===== src/hw/rtl/gpg_pkg.sv =====
`timescale 1ns / 1ps
`default_nettype none
// ----------------------------------------------------------------------------
// Gait phase generator package
// Widths, register indexes, gait presets, payload types and the microcode
// types shared by the sequencer and the datapath.
// ----------------------------------------------------------------------------
package gpg_pkg;

	// Fixed sizes of the block.
	localparam int LEGS       = 4;
	localparam int FRAC_BITS  = 16;
	localparam int TIME_W     = 22;
	localparam int TICK_W     = 16;
	localparam int STEP_W     = 16;
	localparam int DUTY_W     = FRAC_BITS + 1;
	localparam int GAIT_W     = 3;
	localparam int CFG_IDX_W  = 3;
	localparam int CFG_DATA_W = 22;
	localparam int LEG_W      = (LEGS > 1) ? $clog2(LEGS) : 1;
	localparam int CNT_W      = $clog2(FRAC_BITS + 1);
	localparam int PC_W       = 4;
	localparam int UCODE_DEPTH = 1 << PC_W;

	// Register indexes of the configuration port.
	localparam logic [CFG_IDX_W-1:0] CFG_GAIT_KIND    = 3'd0;
	localparam logic [CFG_IDX_W-1:0] CFG_CYCLE_LENGTH = 3'd1;
	localparam logic [CFG_IDX_W-1:0] CFG_CUSTOM_DUTY  = 3'd2;
	localparam logic [CFG_IDX_W-1:0] CFG_OFFSET_LF    = 3'd3;
	localparam logic [CFG_IDX_W-1:0] CFG_OFFSET_RF    = 3'd4;
	localparam logic [CFG_IDX_W-1:0] CFG_OFFSET_LH    = 3'd5;
	localparam logic [CFG_IDX_W-1:0] CFG_OFFSET_RH    = 3'd6;

	// Gait kinds; codes above custom also select the custom registers.
	localparam logic [GAIT_W-1:0] GAIT_TROT   = 3'd0;
	localparam logic [GAIT_W-1:0] GAIT_WALK   = 3'd1;
	localparam logic [GAIT_W-1:0] GAIT_BOUND  = 3'd2;
	localparam logic [GAIT_W-1:0] GAIT_PACE   = 3'd3;
	localparam logic [GAIT_W-1:0] GAIT_STAND  = 3'd4;
	localparam logic [GAIT_W-1:0] GAIT_CUSTOM = 3'd5;

	// Fraction constants.
	localparam logic [DUTY_W-1:0] FRAC_ONE     = {1'b1, {FRAC_BITS{1'b0}}};
	localparam logic [DUTY_W-1:0] FRAC_HALF    = {2'b01, {(FRAC_BITS-1){1'b0}}};
	localparam logic [DUTY_W-1:0] FRAC_3_4     = {3'b011, {(FRAC_BITS-2){1'b0}}};
	localparam logic [FRAC_BITS-1:0] OFFSET_HALF = {1'b1, {(FRAC_BITS-1){1'b0}}};

	// Reset values of the registers.
	localparam logic [TIME_W-1:0] CYCLE_LENGTH_RST = 22'd500000;

	// One input word.
	typedef struct packed {
		logic [TICK_W-1:0] tick_time_us;
		logic              restart;
	} tick_t;

	// One result word.
	typedef struct packed {
		logic [STEP_W-1:0]    step_total;
		logic [FRAC_BITS-1:0] cycle_fraction;
		logic                 lf_swing;
		logic [FRAC_BITS-1:0] lf_progress;
		logic                 rf_swing;
		logic [FRAC_BITS-1:0] rf_progress;
		logic                 lh_swing;
		logic [FRAC_BITS-1:0] lh_progress;
		logic                 rh_swing;
		logic [FRAC_BITS-1:0] rh_progress;
	} phase_t;

	// Configuration register file contents.
	typedef struct packed {
		logic [GAIT_W-1:0]                gait_kind;
		logic [TIME_W-1:0]                cycle_length_us;
		logic [DUTY_W-1:0]                custom_duty;
		logic [LEGS-1:0][FRAC_BITS-1:0]   custom_offset;
	} cfg_t;

	// Datapath operations, one per microcode step.
	typedef enum logic [3:0] {
		OP_NOP,
		OP_ACCEPT,
		OP_TIMER_ADD,
		OP_TIMER_WRAP,
		OP_FRAC_GO,
		OP_FRAC_PUT,
		OP_LEG_PHASE,
		OP_LEG_GO,
		OP_LEG_PUT,
		OP_EMIT
	} op_t;

	// Jump conditions; a true condition loads the target, else the next step.
	typedef enum logic [2:0] {
		C_NEXT,
		C_ALWAYS,
		C_NO_INPUT,
		C_DIV_BUSY,
		C_MORE_LEGS,
		C_OUT_FULL
	} cond_t;

	typedef struct packed {
		op_t              op;
		cond_t            cond;
		logic [PC_W-1:0]  target;
	} ucode_t;

	// Status from the datapath that the sequencer branches on.
	typedef struct packed {
		logic in_valid;
		logic div_busy;
		logic more_legs;
		logic out_full;
	} stat_t;

	// Stance fraction of a preset gait.
	function automatic logic [DUTY_W-1:0] preset_duty(input logic [GAIT_W-1:0] kind);
		logic [DUTY_W-1:0] duty;
		unique case (kind)
			GAIT_WALK:  duty = FRAC_3_4;
			GAIT_STAND: duty = FRAC_ONE;
			default:    duty = FRAC_HALF;
		endcase
		return duty;
	endfunction

	// Phase offset of a leg in a preset gait, in quarters of a cycle.
	function automatic logic [FRAC_BITS-1:0] preset_offset(input logic [GAIT_W-1:0] kind,
			input logic [1:0] slot);
		logic [1:0] quarters;
		unique case (kind)
			GAIT_TROT:  quarters = (slot == 2'd1 || slot == 2'd2) ? 2'd2 : 2'd0;
			GAIT_WALK:  quarters = slot;
			GAIT_BOUND: quarters = slot[1] ? 2'd2 : 2'd0;
			GAIT_PACE:  quarters = slot[0] ? 2'd2 : 2'd0;
			default:    quarters = 2'd0;
		endcase
		return {quarters, {(FRAC_BITS-2){1'b0}}};
	endfunction

endpackage
`default_nettype wire


===== src/hw/rtl/gpg_if.sv =====
`timescale 1ns / 1ps
`default_nettype none
// ----------------------------------------------------------------------------
// Gait phase generator channels
// Valid/ready channels for tick words in and phase words out.
// ----------------------------------------------------------------------------
interface gpg_tick_if import gpg_pkg::*; ();
	logic  valid;
	logic  ready;
	tick_t data;

	modport source (output valid, output data, input ready);
	modport sink (input valid, input data, output ready);
endinterface

interface gpg_phase_if import gpg_pkg::*; ();
	logic   valid;
	logic   ready;
	phase_t data;

	modport source (output valid, output data, input ready);
	modport sink (input valid, input data, output ready);
endinterface
`default_nettype wire


===== src/hw/rtl/gpg_divider.sv =====
`timescale 1ns / 1ps
`default_nettype none
// ----------------------------------------------------------------------------
// Gait phase generator divider
// Restoring divider for a proper fraction: gives floor(num * ONE / den)
// one quotient bit per cycle, or all ones at once when num is not below den.
// ----------------------------------------------------------------------------
module gpg_divider import gpg_pkg::*; (
	input  logic                 clk,
	input  logic                 arst_n,
	input  logic                 start,
	input  logic [TIME_W-1:0]    num,
	input  logic [TIME_W-1:0]    den,
	output logic                 busy,
	output logic [FRAC_BITS-1:0] quo
);

	logic                 busy_q;
	logic [CNT_W-1:0]     cnt_q;
	logic [TIME_W-1:0]    rem_q;
	logic [TIME_W-1:0]    den_q;
	logic [FRAC_BITS-1:0] quo_q;
	logic [TIME_W:0]      shifted;
	logic [TIME_W+1:0]    diff;
	logic                 fits;
	logic                 too_big;

	// One trial subtraction of the doubled remainder.
	assign shifted = {rem_q, 1'b0};
	assign diff    = {1'b0, shifted} - {2'b00, den_q};
	assign fits    = !diff[TIME_W+1];
	assign too_big = (num >= den);

	// Iteration control.
	always_ff @(posedge clk or negedge arst_n) begin
		if (!arst_n) begin
			busy_q <= 1'b0;
			cnt_q  <= '0;
		end else if (start) begin
			busy_q <= !too_big;
			cnt_q  <= CNT_W'(FRAC_BITS);
		end else if (busy_q) begin
			cnt_q <= cnt_q - 1'b1;
			if (cnt_q == CNT_W'(1)) begin
				busy_q <= 1'b0;
			end
		end
	end

	// Remainder and quotient.
	always_ff @(posedge clk) begin
		if (start) begin
			rem_q <= num;
			den_q <= den;
			quo_q <= too_big ? '1 : '0;
		end else if (busy_q) begin
			rem_q <= fits ? diff[TIME_W-1:0] : shifted[TIME_W-1:0];
			quo_q <= {quo_q[FRAC_BITS-2:0], fits};
		end
	end

	assign busy = busy_q;
	assign quo  = quo_q;

endmodule
`default_nettype wire


===== src/hw/rtl/gpg_sequencer.sv =====
`timescale 1ns / 1ps
`default_nettype none
// ----------------------------------------------------------------------------
// Gait phase generator sequencer
// Step counter over a read-only microcode table; each step names one datapath
// operation and a conditional jump.
// ----------------------------------------------------------------------------
module gpg_sequencer import gpg_pkg::*; (
	input  logic  clk,
	input  logic  arst_n,
	input  stat_t stat,
	output op_t   op
);

	// Step addresses that are jump targets.
	localparam logic [PC_W-1:0] PC_WAIT_IN   = 4'd0;
	localparam logic [PC_W-1:0] PC_FRAC_WAIT = 4'd4;
	localparam logic [PC_W-1:0] PC_LEG_PHASE = 4'd6;
	localparam logic [PC_W-1:0] PC_LEG_WAIT  = 4'd8;
	localparam logic [PC_W-1:0] PC_EMIT      = 4'd10;

	// The program: take a word, update timer, divide for the fraction, then
	// loop over the legs, and hand the result to the output register.
	localparam ucode_t UCODE [UCODE_DEPTH] = '{
		'{OP_ACCEPT,     C_NO_INPUT,  PC_WAIT_IN},
		'{OP_TIMER_ADD,  C_NEXT,      PC_WAIT_IN},
		'{OP_TIMER_WRAP, C_NEXT,      PC_WAIT_IN},
		'{OP_FRAC_GO,    C_NEXT,      PC_WAIT_IN},
		'{OP_NOP,        C_DIV_BUSY,  PC_FRAC_WAIT},
		'{OP_FRAC_PUT,   C_NEXT,      PC_WAIT_IN},
		'{OP_LEG_PHASE,  C_NEXT,      PC_WAIT_IN},
		'{OP_LEG_GO,     C_NEXT,      PC_WAIT_IN},
		'{OP_NOP,        C_DIV_BUSY,  PC_LEG_WAIT},
		'{OP_LEG_PUT,    C_MORE_LEGS, PC_LEG_PHASE},
		'{OP_EMIT,       C_OUT_FULL,  PC_EMIT},
		'{OP_NOP,        C_ALWAYS,    PC_WAIT_IN},
		'{OP_NOP,        C_ALWAYS,    PC_WAIT_IN},
		'{OP_NOP,        C_ALWAYS,    PC_WAIT_IN},
		'{OP_NOP,        C_ALWAYS,    PC_WAIT_IN},
		'{OP_NOP,        C_ALWAYS,    PC_WAIT_IN}
	};

	logic [PC_W-1:0] pc_q;
	ucode_t          word;
	logic            taken;

	assign word = UCODE[pc_q];
	assign op   = word.op;

	// Branch condition decode.
	always_comb begin
		unique case (word.cond)
			C_NEXT:      taken = 1'b0;
			C_ALWAYS:    taken = 1'b1;
			C_NO_INPUT:  taken = !stat.in_valid;
			C_DIV_BUSY:  taken = stat.div_busy;
			C_MORE_LEGS: taken = stat.more_legs;
			C_OUT_FULL:  taken = stat.out_full;
			default:     taken = 1'b1;
		endcase
	end

	// Step counter.
	always_ff @(posedge clk or negedge arst_n) begin
		if (!arst_n) begin
			pc_q <= PC_WAIT_IN;
		end else if (taken) begin
			pc_q <= word.target;
		end else begin
			pc_q <= pc_q + 1'b1;
		end
	end

endmodule
`default_nettype wire


===== src/hw/rtl/gpg_datapath.sv =====
`timescale 1ns / 1ps
`default_nettype none
// ----------------------------------------------------------------------------
// Gait phase generator datapath
// Cycle timer, step counter, leg phase logic, shared divider and the output
// register, each operation enabled by the current microcode step.
// ----------------------------------------------------------------------------
module gpg_datapath import gpg_pkg::*; (
	input  logic               clk,
	input  logic               arst_n,
	input  cfg_t               cfg,
	input  op_t                op,
	output stat_t              stat,
	gpg_tick_if.sink           ticks,
	gpg_phase_if.source        phases
);

	logic [TIME_W-1:0]    timer_q;
	logic [STEP_W-1:0]    step_q;
	logic [LEG_W-1:0]     leg_q;
	logic                 out_valid_q;
	logic [TICK_W-1:0]    tick_q;
	logic                 restart_q;
	logic [TIME_W:0]      sum_q;
	logic [FRAC_BITS-1:0] frac_q;
	logic [FRAC_BITS-1:0] ph_q;
	logic                 swing_cur_q;
	logic                 swing_q [LEGS];
	logic [FRAC_BITS-1:0] prog_q [LEGS];
	phase_t               out_q;

	logic [TIME_W-1:0]    len;
	logic [TIME_W-1:0]    dt;
	logic [TIME_W-1:0]    base;
	logic                 wrap;
	logic                 custom;
	logic [DUTY_W-1:0]    duty;
	logic [FRAC_BITS-1:0] offset;
	logic                 swing;
	logic [DUTY_W-1:0]    ph_minus_duty;
	logic [FRAC_BITS-1:0] leg_num;
	logic [DUTY_W-1:0]    leg_den;
	logic                 more_legs;
	logic                 out_full;
	logic                 emit;
	logic                 div_start;
	logic [TIME_W-1:0]    div_num;
	logic [TIME_W-1:0]    div_den;
	logic                 div_busy;
	logic [FRAC_BITS-1:0] div_quo;

	// Cycle length, with zero taken as one, and the saturated tick.
	assign len  = (cfg.cycle_length_us == '0) ? TIME_W'(1) : cfg.cycle_length_us;
	assign dt   = (TIME_W'(tick_q) > len) ? len : TIME_W'(tick_q);
	assign base = restart_q ? '0 : timer_q;
	assign wrap = (sum_q >= {1'b0, len});

	// Duty factor and this leg's offset from the preset or the custom registers.
	assign custom = (cfg.gait_kind >= GAIT_CUSTOM);
	always_comb begin
		if (custom) begin
			duty   = (cfg.custom_duty > FRAC_ONE) ? FRAC_ONE : cfg.custom_duty;
			offset = cfg.custom_offset[leg_q];
		end else begin
			duty   = preset_duty(cfg.gait_kind);
			offset = preset_offset(cfg.gait_kind, leg_q);
		end
	end

	// Stance or swing, and the proper fraction to normalize.
	assign swing         = ({1'b0, ph_q} >= duty);
	assign ph_minus_duty = {1'b0, ph_q} - duty;
	assign leg_num       = swing ? ph_minus_duty[FRAC_BITS-1:0] : ph_q;
	assign leg_den       = swing ? (FRAC_ONE - duty) : duty;

	// Shared divider, used once for the cycle fraction and once per leg.
	assign div_start = (op == OP_FRAC_GO) || (op == OP_LEG_GO);
	assign div_num   = (op == OP_FRAC_GO) ? timer_q : TIME_W'(leg_num);
	assign div_den   = (op == OP_FRAC_GO) ? len : TIME_W'(leg_den);

	gpg_divider u_divider (
		.clk    (clk),
		.arst_n (arst_n),
		.start  (div_start),
		.num    (div_num),
		.den    (div_den),
		.busy   (div_busy),
		.quo    (div_quo)
	);

	// Handshakes and status for the sequencer.
	assign more_legs = (leg_q != LEG_W'(LEGS - 1));
	assign out_full  = out_valid_q && !phases.ready;
	assign emit      = (op == OP_EMIT) && !out_full;

	assign ticks.ready    = (op == OP_ACCEPT);
	assign stat.in_valid  = ticks.valid;
	assign stat.div_busy  = div_busy;
	assign stat.more_legs = more_legs;
	assign stat.out_full  = out_full;

	assign phases.valid = out_valid_q;
	assign phases.data  = out_q;

	// Timer, step counter, leg index and output valid.
	always_ff @(posedge clk or negedge arst_n) begin
		if (!arst_n) begin
			timer_q     <= '0;
			step_q      <= '0;
			leg_q       <= '0;
			out_valid_q <= 1'b0;
		end else begin
			unique case (op)
				OP_TIMER_WRAP: begin
					if (wrap) begin
						timer_q <= sum_q[TIME_W-1:0] - len;
						step_q  <= step_q + 1'b1;
					end else begin
						timer_q <= sum_q[TIME_W-1:0];
					end
				end
				OP_FRAC_PUT: leg_q <= '0;
				OP_LEG_PUT: begin
					if (more_legs) begin
						leg_q <= leg_q + 1'b1;
					end
				end
				default: begin
				end
			endcase
			if (emit) begin
				out_valid_q <= 1'b1;
			end else if (phases.ready) begin
				out_valid_q <= 1'b0;
			end
		end
	end

	// Working registers of one word.
	always_ff @(posedge clk) begin
		unique case (op)
			OP_ACCEPT: begin
				if (ticks.valid) begin
					tick_q    <= ticks.data.tick_time_us;
					restart_q <= ticks.data.restart;
				end
			end
			OP_TIMER_ADD: sum_q <= {1'b0, base} + {1'b0, dt};
			OP_FRAC_PUT:  frac_q <= div_quo;
			OP_LEG_PHASE: ph_q <= frac_q + offset;
			OP_LEG_GO:    swing_cur_q <= swing;
			OP_LEG_PUT: begin
				swing_q[leg_q] <= swing_cur_q;
				prog_q[leg_q]  <= div_quo;
			end
			default: begin
			end
		endcase
	end

	// Output register.
	always_ff @(posedge clk) begin
		if (emit) begin
			out_q.step_total     <= step_q;
			out_q.cycle_fraction <= frac_q;
			out_q.lf_swing       <= swing_q[0];
			out_q.lf_progress    <= prog_q[0];
			out_q.rf_swing       <= swing_q[1];
			out_q.rf_progress    <= prog_q[1];
			out_q.lh_swing       <= swing_q[2];
			out_q.lh_progress    <= prog_q[2];
			out_q.rh_swing       <= swing_q[3];
			out_q.rh_progress    <= prog_q[3];
		end
	end

`ifndef NO_ASSERTIONS
	a_div_idle_at_start: assert property (@(posedge clk) disable iff (!arst_n)
		div_start |-> !div_busy)
		else $error("divider started while still busy");

	a_div_done_at_put: assert property (@(posedge clk) disable iff (!arst_n)
		(op == OP_FRAC_PUT || op == OP_LEG_PUT) |-> !div_busy)
		else $error("quotient taken before the divider finished");

	a_step_only_on_wrap: assert property (@(posedge clk) disable iff (!arst_n)
		(op != OP_TIMER_WRAP) |=> $stable(step_q))
		else $error("step counter moved outside the wrap step");

	a_emit_fills_output: assert property (@(posedge clk) disable iff (!arst_n)
		emit |=> out_valid_q)
		else $error("output register empty after an emit");
`endif

endmodule
`default_nettype wire


===== src/hw/rtl/quadruped_gait_phase_generator.sv =====
`timescale 1ns / 1ps
`default_nettype none
// A tick word enters when the block is waiting for one; the block then updates
// its cycle timer and step counter and computes the cycle fraction and each
// leg's stance or swing progress. A single shared restoring divider, one
// quotient bit per cycle, serves the five divisions of a word in turn under a
// microcoded sequencer. The result sits in an output register, so the next
// tick word is taken while it waits; a new result is written there only once
// the previous one has been taken.
// Configuration writes take effect at once and belong to idle periods only.
// ----------------------------------------------------------------------------
// Quadruped gait phase generator
// Top level: configuration registers, microcode sequencer and datapath.
// ----------------------------------------------------------------------------
module quadruped_gait_phase_generator import gpg_pkg::*; (
	input  logic                  clk,
	input  logic                  arst_n,
	input  logic                  cfg_we,
	input  logic [CFG_IDX_W-1:0]  cfg_idx,
	input  logic [CFG_DATA_W-1:0] cfg_wdata,
	gpg_tick_if.sink              ticks,
	gpg_phase_if.source           phases
);

	cfg_t  cfg_q;
	op_t   op;
	stat_t stat;

	// Configuration register file; indexes beyond the list are ignored.
	always_ff @(posedge clk or negedge arst_n) begin
		if (!arst_n) begin
			cfg_q.gait_kind        <= GAIT_TROT;
			cfg_q.cycle_length_us  <= CYCLE_LENGTH_RST;
			cfg_q.custom_duty      <= FRAC_HALF;
			cfg_q.custom_offset[0] <= '0;
			cfg_q.custom_offset[1] <= OFFSET_HALF;
			cfg_q.custom_offset[2] <= OFFSET_HALF;
			cfg_q.custom_offset[3] <= '0;
		end else if (cfg_we) begin
			unique case (cfg_idx)
				CFG_GAIT_KIND:    cfg_q.gait_kind <= cfg_wdata[GAIT_W-1:0];
				CFG_CYCLE_LENGTH: cfg_q.cycle_length_us <= cfg_wdata[TIME_W-1:0];
				CFG_CUSTOM_DUTY:  cfg_q.custom_duty <= cfg_wdata[DUTY_W-1:0];
				CFG_OFFSET_LF:    cfg_q.custom_offset[0] <= cfg_wdata[FRAC_BITS-1:0];
				CFG_OFFSET_RF:    cfg_q.custom_offset[1] <= cfg_wdata[FRAC_BITS-1:0];
				CFG_OFFSET_LH:    cfg_q.custom_offset[2] <= cfg_wdata[FRAC_BITS-1:0];
				CFG_OFFSET_RH:    cfg_q.custom_offset[3] <= cfg_wdata[FRAC_BITS-1:0];
				default: begin
				end
			endcase
		end
	end

	gpg_sequencer u_sequencer (
		.clk    (clk),
		.arst_n (arst_n),
		.stat   (stat),
		.op     (op)
	);

	gpg_datapath u_datapath (
		.clk    (clk),
		.arst_n (arst_n),
		.cfg    (cfg_q),
		.op     (op),
		.stat   (stat),
		.ticks  (ticks),
		.phases (phases)
	);

endmodule
`default_nettype wire

===== src/flat_wrapper.sv =====
// flat-port wrapper written by rule: the top's interface ports become plain ports
module quadruped_gait_phase_generator_flat import gpg_pkg::*;
  (clk, arst_n, cfg_we, cfg_idx, cfg_wdata, ticks_valid, ticks_data, ticks_ready, phases_valid, phases_data, phases_ready);
  gpg_tick_if ticks_i ();
  gpg_phase_if phases_i ();
  input  logic clk;
  input  logic arst_n;
  input  logic cfg_we;
  input  logic [CFG_IDX_W-1:0] cfg_idx;
  input  logic [CFG_DATA_W-1:0] cfg_wdata;
  input wire logic [$bits(ticks_i.valid)-1:0] ticks_valid;
  input wire logic [$bits(ticks_i.data)-1:0] ticks_data;
  output wire logic [$bits(ticks_i.ready)-1:0] ticks_ready;
  output wire logic [$bits(phases_i.valid)-1:0] phases_valid;
  output wire logic [$bits(phases_i.data)-1:0] phases_data;
  input wire logic [$bits(phases_i.ready)-1:0] phases_ready;
  assign ticks_i.valid = ticks_valid;
  assign ticks_i.data = ticks_data;
  assign ticks_ready = ticks_i.ready;
  assign phases_valid = phases_i.valid;
  assign phases_data = phases_i.data;
  assign phases_i.ready = phases_ready;
  quadruped_gait_phase_generator u_core (.clk(clk), .arst_n(arst_n), .cfg_we(cfg_we), .cfg_idx(cfg_idx), .cfg_wdata(cfg_wdata), .ticks(ticks_i), .phases(phases_i));
endmodule

===== config.mk =====
export PLATFORM = sky130hd
export DESIGN_NAME = quadruped_gait_phase_generator_flat
export DESIGN_NICKNAME = d
export VERILOG_FILES = /design/src/hw/rtl/gpg_pkg.sv /design/src/hw/rtl/gpg_if.sv /design/src/hw/rtl/gpg_divider.sv /design/src/hw/rtl/gpg_sequencer.sv /design/src/hw/rtl/gpg_datapath.sv /design/src/hw/rtl/quadruped_gait_phase_generator.sv /design/src/flat_wrapper.sv
export SDC_FILE = /design/constraint.sdc
export NUM_CORES = 1
export LEC_CHECK = 0
export BUFFER_PORTS_ARGS = -buffer_cell sky130_fd_sc_hd__buf_2
export CORE_AREA = 3 3 285 287
export CTS_CLUSTER_DIAMETER = 30
export DETAILED_ROUTE_END_ITERATION = 10
export DIE_AREA = 0 0 288 290
export SLEW_MARGIN = 20
export SYNTH_ARGS = -nofsm -noshare
export SYNTH_HDL_FRONTEND = slang
export SYNTH_HIERARCHICAL = 1
export SYNTH_SLANG_ARGS = --single-unit

===== constraint.sdc =====
create_clock -name clk -period 15.1 [get_ports clk]
set_input_delay 0.755 -clock clk [delete_from_list [all_inputs] [get_ports clk]]
set_output_delay 0.755 -clock clk [all_outputs]
set_load 0.02 [all_outputs]

==> flow_summary.ini, run 1 <==
[outcome]
status = complete, no violations

[logic_synthesis]
synth-warning-count = 6
syn_inst = 2056
ys.flop_type = edfxtp_1
synth_area_mm2 = 0.0243
synth_seq_cells = 458
syn_area_per_cell_um2 = 11.8
yosysSeqAreaShare = 0.533
yosysUniqueCellTypes = 98
synth-async-reset-ratio = 0.343
synth_edf_count = 301

[setup_path]
cpPeakStageDelay_ps = 580
arrival_ps = 7670
r2r_slack_ps = 7980
crit_required_ps = 15640
r2r-start = u_core/cfg_q[72]
worstSetupStartpointType = register
criticalPathCategory = register to register
path_cells = or4_1 -> nor3_1 -> nand3_1 -> o41ai_4 -> nand2_1 -> ha_1 -> nor2b_1 -> o31ai_1 -> a31oi_1 -> o2111ai_1 -> a31oi_4 -> buf_4 -> o31ai_1 -> xor2_1 -> o31ai_1 -> inv_1 -> ha_1 -> a21o_1 -> a21o_1 -> a21oi_1 -> a2111oi_0 -> a211oi_2 -> buf_4 -> a31o_2
critPathTopFamily = compound AO/OA/AOI/OAI gates
worstReg2RegEnd = u_core/u_datapath/u_divider/busy
worst-r2r-cell-count = 24
crit_cells = 24
crit_buf_inv = 3
critPathMaxFanout = 36
crit_slowest_cell = or4_1
endpoint = u_core/u_datapath/u_divider/busy
startpoint = u_core/cfg_q[72]
cpMostUsedCell = o31ai_1
crit_path_end_kind = register

[flow_run]
max-cap-violations = 0

[floorplan]
start_util = 0.309
core-area_mm2 = 0.0789
die_area_mm2 = 0.0835
std_cell_rows = 103
fp.dieH_um = 290
die-width_um = 288
ioPinCount = 149

[clock_network]
clk_path_buf_depth = 3
clk_latency_ps = 690
cts_hold_buffers = 0
numCtsBuffers = 98
cts_tree = done
root_buffer = clkbuf_16
clkTransAtPathRegs_ps = 60
cts.htree.levels = 3
postCtsResizedCells = 0
post_cts_buffers = 0
cts.sinks = 458

[place]
io_buffers = 148
dpl_cell_area_mm2 = 0.0262
place_ws_ps = 7770
gp_congestion = 0.861
post-dp-hpwl_um = 49400

[pwr]
seqPwrFrac = 0.283
switchingPower_mw = 3.00
clock_power_share = 0.297
power.density_mw_per_mm2 = 253
ir_worst_vdd_uv = 160
leakagePower_nw = 12.0
sw_frac_of_total = 0.397
p_int_mw = 4.57
combPwrFrac = 0.420
total_power_mw = 7.56

[routing]
first_pass_iters = 6
vias_per_cell = 5.01
wl_per_cell_um = 19.9
vias = 16994
drc = 0
ant_nets = 0
drt_iter0_markers = 1121
wl_um = 67500

[finish]
final_cell_mix = edfxtp_1 (301), nand2_1 (173), buf_2 (147), dfrtp_1 (147), ha_1 (146)
final_common_cell = edfxtp_1
fin_util = 0.379
drive_gt1_frac = 0.227
fin_area_mm2 = 0.0299
areaGrowthSynthToFinish_pct = 22.7
fin_nets = 2451

[timing]
final.period_utilization = 0.472
skew_ps = 83.1
fin_ws_ps = 7980
finalSetupTns_ps = 0
worst_pin_slew_ps = 1210
maxSlewViolCount = 0
hold_viol = 0
layout_min_cycle_time_ps = 7120
max_clock_freq_mhz = 140
setup_viol = 0
rsz0062_at_grt = false
relSlewSlack = 0.188

[grt]
grt_pass1_wl_um = 104000
first_global_vias = 17351
grt_max_degree = 85
grt.total_usage = 0.160
antenna_found_initial = 9
grt.overflow.total = 0

[worst_hold_path]
min_path_type = input port to asynchronous set/reset pin
==> worst min path at each step <==
stage	endpoint	slack [ps]	cells past startpoint
final	u_core/u_datapath/phases.valid	40	1
after global routing	u_core/u_datapath/phases.valid	40	1
after CTS	u_core/u_datapath/phases.valid	10	1
after detailed placement	u_core/u_datapath/phases.data[41]	400	0
after global placement	u_core/u_datapath/phases.data[65]	400	0
after floorplan	u_core/u_datapath/phases.data[0]	400	0
==> cell type report <==
| type | count | area (um2) |
|---|---|---|
| Clock buffer | 114 | 2590 |
| Antenna cell | 6 | 15.0 |
| Timing Repair Buffer | 171 | 932 |
| Multi-Input combinational cell | 1410 | 10600 |
| Fill cell | 7577 | 49000 |
| Tap cell | 1050 | 1310 |
| Sequential cell | 458 | 13000 |
| Inverter | 114 | 428 |
| Clock inverter | 70 | 995 |
==> logic make-up (layout without fill, tap and decap cells) <==
family / count (synthesis) / in the layout / share of synthesized area
xor+xnor: 106 / 106 / 0.0382
other cells: 1 / 12 / 0.000154
fa+ha+maj: 151 / 151 / 0.0792
compound gates: 399 / 399 / 0.111
mux: 163 / 163 / 0.0842
flops: 458 / 458 / 0.533
simple gates: 585 / 585 / 0.119
buf+inv: 193 / 469 / 0.0342
==> state kept, by name (all words and copies together) (netlist names) <==
name	flops
u_core/u_datapath/swing_q	4
u_core/cfg_q	106
u_core/u_datapath/u_divider/quo	16
u_core/u_datapath/restart_q	1
u_core/u_datapath/u_divider/den_q	22
u_core/u_sequencer/pc_q	4
u_core/u_datapath/u_divider/busy	1
u_core/u_datapath/frac_q	16
u_core/u_datapath/swing_cur_q	1
u_core/u_datapath/u_divider/rem_q	22
u_core/u_datapath/sum_q	23
u_core/u_datapath/step_q	16
u_core/u_datapath/timer_q	22
u_core/u_datapath/phases.valid	1
u_core/u_datapath/tick_q	16
u_core/u_datapath/prog_q	64
u_core/u_datapath/u_divider/cnt_q	5
u_core/u_datapath/leg_q	2
u_core/u_datapath/phases.data	100
u_core/u_datapath/ph_q	16
==> stage by stage <==
| stage | hold slack (ps) | std cells |
|---|---|---|
| global route | 41.0 | 3389 |
| floorplan | 400 | 2061 |
| global placement | 403 | 3202 |
| detailed placement | 405 | 3202 |
| finish | 39.9 | 3393 |
| CTS | 11.8 | 3386 |
==> worst reg2reg max path: stages, from the launching register on <==
cell	delay, ps
dfrtp_1	440
or4_1	580
nor3_1	210
nand3_1	210
o41ai_4	570
nand2_1	260
ha_1	350
nor2b_1	170
o31ai_1	110
a31oi_1	360
o2111ai_1	280
a31oi_4	340
buf_4	440
o31ai_1	180
xor2_1	170
o31ai_1	480
inv_1	110
ha_1	330
a21o_1	110
a21o_1	100
a21oi_1	70
a2111oi_0	520
a211oi_2	160
buf_4	240
a31o_2	230
==> metal layers <==
metal / track usage / part of all wire / up-vias
met3: 0.0300 / 0.051 / 102
met2: 0.268 / 0.49 / 459
li1: - / - / 7978
met4: 0.0567 / 0.025 / 4
met1: 0.206 / 0.43 / 8451
met5: 0 / 0.00040 / -
==> Yosys cell counts, types with 37 or more instances <==
| master | n | share of area |
|---|---|---|
| xnor2_1 | 69 | 0.025 |
| nand3_1 | 47 | 0.0097 |
| mux2_2 | 100 | 0.046 |
| nor2b_1 | 50 | 0.013 |
| clkbuf_1 | 40 | 0.0062 |
| inv_1 | 114 | 0.018 |
| ha_1 | 146 | 0.075 |
| dfrtp_1 | 147 | 0.15 |
| edfxtp_1 | 301 | 0.37 |
| nand2_1 | 173 | 0.027 |
| a21oi_1 | 92 | 0.019 |
| nor2_1 | 146 | 0.023 |
| xor2_1 | 37 | 0.013 |
| o21ai_0 | 75 | 0.015 |
==> power groups by stage <==
stage / Sequential, mW / Clock, mW / Combinational, mW
after floorplan: 2.03 / 0 / 2.39
after CTS: 2.14 / 2.29 / 3.17
after detailed placement: 2.16 / 0 / 3.15
after global placement: 2.15 / 0 / 3.08
after global routing: 2.18 / 2.36 / 3.52
final: 2.14 / 2.25 / 3.17
Power figures use the tool's default switching activity.
==> run 2, diff against run 1 <==
--- a/config.mk
+++ b/config.mk
@@ -5,11 +5,12 @@
 export SDC_FILE = /design/constraint.sdc
 export NUM_CORES = 1
 export LEC_CHECK = 0
+export ABC_AREA = 1
 export BUFFER_PORTS_ARGS = -buffer_cell sky130_fd_sc_hd__buf_2
-export CORE_AREA = 3 3 285 287
+export CORE_AREA = 3 3 293 295
 export CTS_CLUSTER_DIAMETER = 30
 export DETAILED_ROUTE_END_ITERATION = 10
-export DIE_AREA = 0 0 288 290
+export DIE_AREA = 0 0 296 298
 export SLEW_MARGIN = 20
 export SYNTH_ARGS = -nofsm -noshare
 export SYNTH_HDL_FRONTEND = slang
==> constraint.sdc (replaced) <==
create_clock -name clk -period 6.75 [get_ports clk]
set_input_delay 0.3375 -clock clk [delete_from_list [all_inputs] [get_ports clk]]
set_output_delay 0.3375 -clock clk [all_outputs]
set_load 0.02 [all_outputs]
==> run 2 against run 1 <==
Net effect: global-route usage is 0.24 points higher; power is 110% higher; first-iteration DRC count is 49% higher; flip-flop and latch count stayed put; hold slack worse by 12 ps; cell count is 30% higher; clock skew is 29 ps lower; core utilization is 0.29 points lower; clock power is 110% higher; synthesized area is 6.0% higher; synthesized cell count is 47% higher; critical endpoint is now u_core/u_datapath/u_divider/quo[8]; largest cell class unchanged; largest power group unchanged.
==> flow_summary.ini, run 2 <==
[outcome]
status = complete, no violations

[floorplan]
start_util = 0.309
die-width_um = 296
die_area_mm2 = 0.0882
ioPinCount = 149
core-area_mm2 = 0.0834
fp.dieH_um = 298
std_cell_rows = 106

[timing]
max_clock_freq_mhz = 172
final.period_utilization = 0.863
skew_ps = 54.1
relSlewSlack = 0.349
hold_viol = 0
maxSlewViolCount = 0
setup_viol = 0
rsz0062_at_grt = false
finalSetupTns_ps = 0
layout_min_cycle_time_ps = 5820
worst_pin_slew_ps = 973

[logic_synthesis]
synth_edf_count = 301
synth_common_cells = nand2_1 (955), inv_1 (338), edfxtp_1 (301)
yosysSeqAreaShare = 0.503
synth_area_mm2 = 0.0258
ys.flop_type = edfxtp_1
syn_inst = 3023
synth_top_area_frac = 0.350
yosysUniqueCellTypes = 59
synth_seq_cells = 458
synth-async-reset-ratio = 0.343
synth-warning-count = 6
yosysMostFrequentCell = nand2_1
syn_area_per_cell_um2 = 8.53
synthTopCellsByArea = edfxtp_1 (35%), dfrtp_1 (14%), nand2_1 (14%)
yosysTopAreaCell = edfxtp_1

[finish]
largest_reg_flops = 106
final_cell_mix = nand2_1 (954), inv_1 (338), edfxtp_1 (301)
fin_util = 0.376
nFillCells = 8382
areaGrowthSynthToFinish_pct = 21.5
diodes = 0
regMostFlops = u_core/cfg_q
final_common_cell = nand2_1
drive_gt1_frac = 0.120
fin_nets = 3448

[routing]
vias = 20910
ant_nets = 0
wl_um = 72200
wl_per_cell_um = 16.4
first_pass_iters = 8
drc = 0
vias_per_cell = 4.74
drt_iter0_markers = 1671

[clock_network]
cts.sinks = 458
cts.htree.levels = 3
clk_path_buf_depth = 3
numCtsBuffers = 96
clk_latency_ps = 650
clkTransAtPathRegs_ps = 50
cts_tree = done
root_buffer = clkbuf_16
post_cts_buffers = 0
cts_hold_buffers = 38
postCtsResizedCells = 0

[grt]
grt_max_degree = 77
antenna_found_initial = 0
grt.total_usage = 0.162
grt_pass1_wl_um = 112000
grt.overflow.total = 0
first_global_vias = 19898

[flow_run]
max-cap-violations = 0

[setup_path]
crit_path_end_kind = register
crit_required_ps = 7100
criticalPathCategory = register to register
worstSetupStartpointType = register
critPathMaxFanout = 39
r2r_slack_ps = 930
arrival_ps = 6170

[pwr]
leakagePower_nw = 14.4
ir_worst_vdd_uv = 236
power.density_mw_per_mm2 = 513

[place]
io_buffers = 148
gp_congestion = 0.939
post-dp-hpwl_um = 53400

[worst_hold_path]
min_path_type = input port to register
run 2: cell count changes in the layout (fill, tap and decap cells not counted), sizes merged, moves of 24 or more:
cell and delta:
a21o -26, a21oi +27, a31oi -29, dlygate4sd3 +38, inv +221, mux2 -124
mux2i -24, nand2 +799, nand3 +185, nor2 +126, nor2b -50, o21ai +79
xnor2 -26
run 2: power breakdown:
part           switching, mW  leakage, nW  total [mW]  internal [mW]
logic                   4.58         8.09        6.80           2.22
clock network           1.57         1.57        4.67           3.10
registers              0.527         4.73        4.61           4.08
run 2: per-stage QoR:
stage          hold WS, ps  std cells  cell area [um2]  setup WS (ps)  power [mW]
2_1_floorplan         41.9       3028            25800            747        9.52
3_3_place_gp           400       4194            27700           1060        11.3
3_5_place_dp           405       4194            27700            959        11.4
4_1_cts             0.0490       4408            31300            912        16.1
5_1_grt               14.1       4408            31300            382        17.3
6_report              27.4       4408            31300            925        16.1
run 2: area by class of cell:
| cell class | count | area (um2) | share of cell area |
|---|---|---|---|
| tap | 1080 | 1350 | 0.0431 |
| timing repair buffer | 206 | 1290 | 0.0412 |
| sequential | 458 | 13000 | 0.414 |
| inverter | 348 | 1310 | 0.0418 |
| multi-input combinational | 2140 | 11100 | 0.355 |
| clock inverter | 51 | 653 | 0.0208 |
| clock buffer | 125 | 2620 | 0.0837 |
run 2: final timing paths:
check | cells past startpoint | start | end
min in group asynchronous | 2 | arst_n | u_core/cfg_q[40]
max in group asynchronous | 3 | arst_n | u_core/u_datapath/timer_q[21]
worst min register to register | 0 | u_core/u_datapath/prog_q[0][3] | u_core/u_datapath/phases.data[54]
worst max-delay path | 26 | u_core/cfg_q[64] | u_core/u_datapath/u_divider/quo[8]
worst max register to register | 26 | u_core/cfg_q[64] | u_core/u_datapath/u_divider/quo[8]
worst min-delay path | 3 | cfg_wdata[13] | u_core/cfg_q[94]
run 2: worst max-delay path: stages (launching register included):
cell	delay [ps]
dfrtp_1	400
nor2_1	110
nand2_1	70
nor2_1	100
nand2_1	60
nand2_1	540
nand3_1	320
ha_1	430
a21oi_1	210
inv_1	50
a21oi_1	220
inv_1	70
nand2_1	80
nand3_2	410
buf_12	350
or2_2	290
nand3_1	90
nand2_1	90
ha_1	330
a21oi_1	160
nor2_1	60
nor3_1	150
nand2_1	70
nand2_1	70
nand4_1	130
nand2_1	510
nand2_1	140
run 2: cell families (layout without fill, tap and decap cells):
group | after synthesis | after routing | synth area share
adders and majority gates | 151 | 151 | 0.0747
buffers and inverters | 430 | 730 | 0.0677
and+or+nand+nor | 1565 | 1565 | 0.256
DFF | 458 | 458 | 0.503
xor gates and xnor gates | 78 | 78 | 0.0265
AOI/OAI and AO/OA | 340 | 340 | 0.0720
other | 1 | 6 | 0.000145
run 2: layer usage:
metal  GRT usage  vias up  wire length [um]
met5           0        -                 0
met4      0.0580        0              2160
met3      0.0262      117              4440
met2       0.254      683             32500
met1       0.227     9674             33200
li1            -    10436                 -
==> run 3, diff against run 2 <==
--- a/config.mk
+++ b/config.mk
@@ -6,11 +6,15 @@
 export NUM_CORES = 1
 export LEC_CHECK = 0
 export ABC_AREA = 1
+export ABC_CLOCK_PERIOD_IN_PS = 6750
 export BUFFER_PORTS_ARGS = -buffer_cell sky130_fd_sc_hd__buf_2
+export CELL_PAD_IN_SITES_DETAIL_PLACEMENT = 1
+export CELL_PAD_IN_SITES_GLOBAL_PLACEMENT = 2
 export CORE_AREA = 3 3 293 295
 export CTS_CLUSTER_DIAMETER = 30
 export DETAILED_ROUTE_END_ITERATION = 10
 export DIE_AREA = 0 0 296 298
+export PLACE_DENSITY_LB_ADDON = 0.1
 export SLEW_MARGIN = 20
 export SYNTH_ARGS = -nofsm -noshare
 export SYNTH_HDL_FRONTEND = slang
==> run 3 against run 2 <==
Net effect: wire length increased by 22%; power rose by 8.2%; clock skew rose by 23 ps; via count increased by 2.4%; die area is the same; core utilization rose by 0.95 points; design area up 2.5%; global-route usage up 4.0 points; sequential share of layout area down 1.0 points; worst setup slack got worse by 180 ps; critical path depth unchanged; critical endpoint unchanged; highest routed layer unchanged.
==> flow_summary.ini, run 3 (synthesized netlist as in run 2, its figures left out) <==
[finish]
fin_nets = 3472
final_cell_mix = nand2_1 (953), inv_1 (338), edfxtp_1 (301)
final_common_cell = nand2_1
final_cells = 4451
nFillCells = 9657
drive_gt1_frac = 0.131
largest_reg_flops = 106
multi_input_area_mm2 = 0.0111
register_area_mm2 = 0.0130
diodes = 0
regMostFlops = u_core/cfg_q
areaGrowthSynthToFinish_pct = 24.6
fin_util = 0.385

[floorplan]
std_cell_rows = 106
die-width_um = 296
core-area_mm2 = 0.0834
die_area_mm2 = 0.0882
start_util = 0.309
fp.dieH_um = 298
ioPinCount = 149

[routing]
drt_iter0_markers = 1146
vias_per_cell = 4.81
drc = 0
first_pass_iters = 5
ant_nets = 0
wl_um = 88200
vias = 21403
wl_per_cell_um = 19.8

[pwr]
power.density_mw_per_mm2 = 541
ir_worst_vdd_uv = 285
leakagePower_nw = 14.8

[grt]
first_global_vias = 22777
antenna_found_initial = 2
grt.overflow.total = 0
grt_pass1_wl_um = 137000
grt_max_degree = 136
grt.total_usage = 0.202

[worst_hold_path]
min_path_type = input port to asynchronous set/reset pin

[timing]
fin_ws_ps = 749
setup_viol = 0
max_clock_freq_mhz = 167
rsz0062_at_grt = false
maxSlewViolCount = 0
layout_min_cycle_time_ps = 6000
hold_viol = 0
skew_ps = 77.3
worst_pin_slew_ps = 1030
relSlewSlack = 0.310
final.period_utilization = 0.889
finalSetupTns_ps = 0

[clock_network]
cts.htree.levels = 3
clk_latency_ps = 690
numCtsBuffers = 113
clk_path_buf_depth = 3
clkTransAtPathRegs_ps = 50
cts.sinks = 458
root_buffer = clkbuf_16
cts_tree = done

[place]
gp_congestion = 0.880
place_ws_ps = 410
dp.cells = 4198
io_buffers = 148
post-dp-hpwl_um = 66600

[setup_path]
r2r-start = u_core/cfg_q[68]
crit_required_ps = 7150
r2r_slack_ps = 750
worstReg2RegEnd = u_core/u_datapath/u_divider/quo[8]
arrival_ps = 6400
crit_slowest_cell = nand3_2
worst-r2r-cell-count = 26
worstSetupStartpointType = register
critPathMaxFanout = 41
cpMostUsedCell = nand2_1
crit_path_end_kind = register
cpPeakStageDelay_ps = 640
criticalPathCategory = register to register

[outcome]
status = complete, no violations

[flow_run]
max-cap-violations = 0
==> run 3: worst max-delay path, delay by kind of cell, from the launching register on <==
family / cells / cell delay [ps]
and+or+nand+nor: 15 / 3030
buffers and inverters: 4 / 650
DFF: 1 / 400
adders and majority gates: 2 / 730
AOI/OAI and AO/OA: 5 / 870
==> run 3: how the worst max path moves through the flow <==
stage	slack (ps)	cells past startpoint	endpoint	from
after floorplan	750	9	u_core/u_datapath/phases.data[0]	u_core/u_sequencer/pc_q[0]
after CTS	400	26	u_core/u_datapath/u_divider/quo[2]	u_core/cfg_q[68]
after detailed placement	410	26	u_core/u_datapath/u_divider/quo[2]	u_core/cfg_q[68]
final	750	26	u_core/u_datapath/u_divider/quo[8]	u_core/cfg_q[68]
after global routing	180	26	u_core/u_datapath/u_divider/quo[5]	u_core/cfg_q[68]
after global placement	480	25	u_core/u_datapath/u_divider/quo[13]	u_core/cfg_q[68]
==> run 3: per-layer routing <==
| metal | wire (um) | track usage | vias up |
|---|---|---|---|
| met4 | 2090 | 0.0613 | 0 |
| li1 | - | - | 10494 |
| met3 | 3290 | 0.0279 | 129 |
| met2 | 40300 | 0.323 | 369 |
| met5 | 0 | 0 | - |
| met1 | 42500 | 0.284 | 10411 |
==> run 3: timing repair <==
| action | 4_1_cts | 5_1_grt |
|---|---|---|
| hold buffers | 41 | 0 |
| setup buffers | 0 | 0 |
| gates resized for setup | 0 | 1 |
| endpoints found under the setup margin | 0 | 16 |
| endpoints found under the hold margin | 139 | 0 |
==> run 3: layout make-up <==
cell class	count	share of cell area
clock buffers	128	0.0913
repair buffers	213	0.0420
well taps	1080	0.0421
flip-flops and latches	458	0.404
clock inverters	84	0.0329
multi-input cells	2140	0.347
inverters	348	0.0408
==> run 3: metrics by stage <==
| step | hold slack [ps] | instance area [um2] | power (mW) |
|---|---|---|---|
| 2_1_floorplan | 41.9 | 25800 | 9.52 |
| 3_3_place_gp | 235 | 27700 | 11.8 |
| 3_5_place_dp | 240 | 27700 | 11.9 |
| 4_1_cts | 61.3 | 32100 | 17.6 |
| 5_1_grt | 100 | 32100 | 18.8 |
| 6_report | 105 | 32100 | 17.4 |
==> run 3: power breakdown <==
group | switching, mW | total (mW) | internal [mW]
combinational | 4.96 | 7.21 | 2.25
clock | 1.73 | 5.56 | 3.83
sequential | 0.535 | 4.62 | 4.08
